===== src/design/bdd_ram.sv =====
// generic ram with one write port and one registered read port
`default_nettype none

module bdd_ram #(
  parameter int WIDTH = 8,
  parameter int DEPTH = 16,
  localparam int AW = (DEPTH > 1) ? $clog2(DEPTH) : 1
) (
  input  wire logic             clk_i,
  input  wire logic             we_i,
  input  wire logic [AW-1:0]    waddr_i,
  input  wire logic [WIDTH-1:0] wdata_i,
  input  wire logic [AW-1:0]    raddr_i,
  output logic      [WIDTH-1:0] rdata_o
);

  logic [WIDTH-1:0] mem_q [DEPTH];

  always_ff @(posedge clk_i) begin
    if (we_i) begin
      mem_q[waddr_i] <= wdata_i;
    end
    rdata_o <= mem_q[raddr_i];
  end

endmodule

`default_nettype wire


===== config.mk =====
export PLATFORM = sky130hd
export DESIGN_NAME = bdd_ram
export DESIGN_NICKNAME = d
export VERILOG_FILES = /design/src/design/bdd_ram.sv
export SDC_FILE = /design/constraint.sdc
export NUM_CORES = 1
export LEC_CHECK = 0
export BUFFER_PORTS_ARGS = -buffer_cell sky130_fd_sc_hd__buf_2
export CAP_MARGIN = 20
export CORE_MARGIN = 2
export CORE_UTILIZATION = 60
export DETAILED_ROUTE_END_ITERATION = 7
export GPL_TIMING_DRIVEN = 0
export PLACE_DENSITY_LB_ADDON = 0.2
export SETUP_SLACK_MARGIN = 0.15
export SLEW_MARGIN = 20
export SYNTH_ARGS = -nofsm -noshare
export SYNTH_HDL_FRONTEND = slang
export SYNTH_SLANG_ARGS = --single-unit

===== constraint.sdc =====
create_clock -name clk_i -period 2 [get_ports clk_i]
set_input_delay 0.2 -clock clk_i [delete_from_list [all_inputs] [get_ports clk_i]]
set_output_delay 0.2 -clock clk_i [all_outputs]
set_load 0.01 [all_outputs]

# Word-level counts from Yosys, hierarchy flattened
# Memory sizes are Yosys's and may differ from the RTL's. A register that Yosys moved wholly into a read port is not among the register bits.
# Index checks and enable logic that the tools add are counted.
[word_totals] reg_bits=0 mem_bits_rw=128 in_bits=18 out_inout_bits=8 wordCells=3 mem_count=1
[classes] muxes=2
[memory_table] name="mem_q" depth=16 width=8 read_ports=1 rd_clocked_by_memory_dff=1 write_ports=1 line="17" source="logic [WIDTH-1:0] mem_q [DEPTH];"
[op_table] cell="1-bit 2-to-1 mux" n=2

# Depth between registers and ports, before layout
[depth] word_depth=2 mapped_depth=5 depth_no_buf=3

# Least setup slack after synthesis
# OpenSTA, ideal clock, no wires.
[synth_path] kind="input port to flip-flop" start="input waddr_i[2]" end="memory mem_q[0][0], enable pin" setup_ps=383 arrival_time_ps=1310 t_required_ps=1617 path_slack_ps=307 stages=2 n_path_buf=0 path_cell_list="or3b_2 nor3_1"
[synth_lines] element="start, declared" line="11" source="input wire logic [AW-1:0] waddr_i,"
[synth_lines] element="end, declared" line="17"
# No word-level cell before the write port.

==> summary.md <==
| Metric | Value |
|---|---|
| Setup violators final | `0` |
| Die Y | `96.6 µm` |
| Total Routing Usage GR | `22.8%` |
| Initial core utilization | `62.3%` |
| Total power | `6.63 mW` |
| Leakage power | `2.04 nW` |
| Post-layout net count | `291` |
| Synth-to-layout area growth | `17.0%` |
| Post-Syn Area per Cell | `22.5 µm²` |
| Share of power burned in registers | `48.3%` |
| Vias in the first global route | `2515` |
| CTS tree | `built` |
| Internal | `5.31 mW` |
| Final hold viol count | `0` |
| Area contributors post-synth | `edfxtp_1 (75%), mux4_2 (7.9%), mux4_1 (7.1%)` |
| Worst EP required | `2.39 ns` |
| GRT overflow | `0` |
| Largest net degree at the start of global routing | `17` |
| Post-synthesis sequential area ratio | `77.8%` |
| CP startpoint kind | `flip-flop` |
| Met2 routed WL | `4920 µm` |
| Main flop type after synthesis | `edfxtp_1` |
| TritonCTS buffer count | `17` |
| Max clock buf depth | `2` |
| Netlist cell types | `19` |
| Met1 wire length | `4110 µm` |
| Post-CTS Setup Inserts | `0` |
| Routed wire length | `9960 µm` |
| Cells after synthesis | `229` |
| Vias per inst | `6.30` |
| Clock sink count | `136` |
| Clk_skew | `0.00691 ns` |
| Std cell rows | `33` |
| Port Buffers | `24` |
| Switching power | `1.32 mW` |
| Outcome | `finished clean` |
| Routability cong. | `0.710` |
| Mapped cell area | `5150 µm²` |
| Slowest cell on crit path | `mux4_2` |
| Critical path capture point type | `flip-flop` |
| Post-synth ARST share | `0%` |
| DP HPWL | `5740 µm` |
| Clock power share | `47.0%` |
| Yosys warning count | `0` |
| Clk_lat worst skew | `0.51 ns` |
| Worst path cell trace | `mux4_2 -> a22oi_1 -> nand2_1` |
| Crit-path max FO | `1` |
| Worst-path clk slew | `0.06 ns` |
| Post-layout min period | `1.41 ns` |
| Die X | `96.6 µm` |
| VDD IR-drop max | `671 µV` |
| Synth top cells by count | `edfxtp_1 (128), mux4_2 (18), a22oi_1 (16), mux4_1 (14), nor2_1 (13)` |
| Share of cells above drive strength 1 | `30.8%` |
| Die area | `9340 µm²` |
| Antenna violations before repair | `0` |
| # resized after CTS | `0` |
| IO Count | `26` |
| Gate power share | `4.7%` |
| CP arrival | `1.81 ns` |
| Yosys top cell by area | `edfxtp_1` |
| Critical path type | `reg -> reg` |
| H-tree Lvls | `4` |
| Pwr Density | `1100 nW/µm²` |
| RSZ-0062 raised after global routing | `false` |
| Slew headroom | `45.8%` |
| Detailed Route Iter0 Violations | `319` |
| FF+latch count, synth | `136` |
| Core ar. | `8260 µm²` |
| Met3 wire length | `746 µm` |
| First-pass GRT wire length | `15000 µm` |
| Hold WC Path Type | `in -> reg` |
| Pre-Repair DR Iteration Count | `5` |
| Root buffer cell | `clkbuf_8` |
| Switching share of power | `19.9%` |
| Hold Buf Count CTS | `0` |
| Post-synth net total | `247` |
| Top cell type's share of synthesized area | `74.7%` |
| DRT antenna net count | `0` |
| Crit-path max cell delay | `0.51 ns` |
| Worst-margin pin slew | `0.810 ns` |
| Drt wl/cell | `25.5 µm` |
| EDFF count, synth | `128` |
| Fin. max-slew vios | `0` |
| Max cap viols | `0` |
| DR DRC count | `0` |
| Top routing layer used | `met4` |
| Fin crit share | `70.7%` |
| Via count | `2462` |
| WHS | `0.0930 ns` |
| Ant. Diodes | `0` |
| Count leader, synth | `edfxtp_1` |
| Max Fclk | `707 MHz` |
==> layout by cell type, fill, tap and decap left out, types with 2 or more instances in the layout <==
cell,instances
edfxtp_1,128
buf_2,28
mux4_2,18
a22oi_1,16
clkbuf_16,16
mux4_1,14
nor2_1,13
nand2_1,9
dfxtp_1,8
clkbuf_8,4
buf_6,3
clkdlybuf4s25_2,3
nor3_2,3
clkinv_2,3
bufinv_16,3
nand3b_1,2
nand2b_1,2
clkinv_4,2
clkinvlp_4,2
==> state kept, by name (all words and copies together) (netlist names) <==
name / cells
mem_q: 128
rdata_o: 8
==> cell type report <==
class,instances,area (µm²)
buffer,10,86.3
multi-input combinational,83,1070
fill,458,2230
sequential,136,4000
clock buffer,21,459
timing repair buffer,25,125
tap,105,131
clock inverter,11,146
==> kinds of logic (layout without fill, tap and decap cells) <==
family / Yosys count / after routing / synth area share, %
muxes: 32 / 32 / 15.0
AOI/OAI and AO/OA: 16 / 16 / 2.33
and+or+nand+nor: 35 / 35 / 3.18
buffers and inverters: 10 / 67 / 1.68
DFF: 136 / 136 / 77.8
==> power groups by stage <==
stage | Sequential, mW | Clock, mW | Combinational (mW)
floorplan | 3.27 | 0 | 0.162
global placement | 3.26 | 0 | 0.296
detailed placement | 3.26 | 0 | 0.307
CTS | 3.20 | 3.14 | 0.312
global route | 3.21 | 3.27 | 0.333
finish | 3.20 | 3.12 | 0.311
==> final timing paths <==
kind | startpoint | slack [ns] | cells past startpoint | to
max | mem_q[7][7] | 0.59 | 3 | rdata_o[7]
min reg2reg | mem_q[11][1] | 0.68 | 3 | rdata_o[1]
min | wdata_i[6] | 0.09 | 1 | mem_q[5][6]
max reg2reg | mem_q[7][7] | 0.59 | 3 | rdata_o[7]
==> critical path: cells and delay by family (launching register included) <==
kind	cells	cell delay (ns)
AOI/OAI and AO/OA	1	0.34
and+or+nand+nor	1	0.09
muxes	1	0.51
DFF	1	0.36
==> stage by stage <==
stage                     TNS (ns)  instances  setup WS [ns]  util, %  area [µm²]
after detailed placement         0        359          0.130     65.6        5410
after floorplan                  0        229          0.307        -        5150
after global routing             0        391          0.550     73.0        6020
after global placement       -1.43        358         -0.179     65.4        5400
after CTS                        0        391          0.563     72.9        6020
final                            0        391          0.585     73.0        6020
==> layer usage <==
layer	vias to the layer above	track usage, %
met5	-	0
met4	0	10.6
met3	13	4.84
met2	122	33.9
met1	1265	33.0
li1	1062	-
No activity file was read; power rests on OpenSTA's default activity.
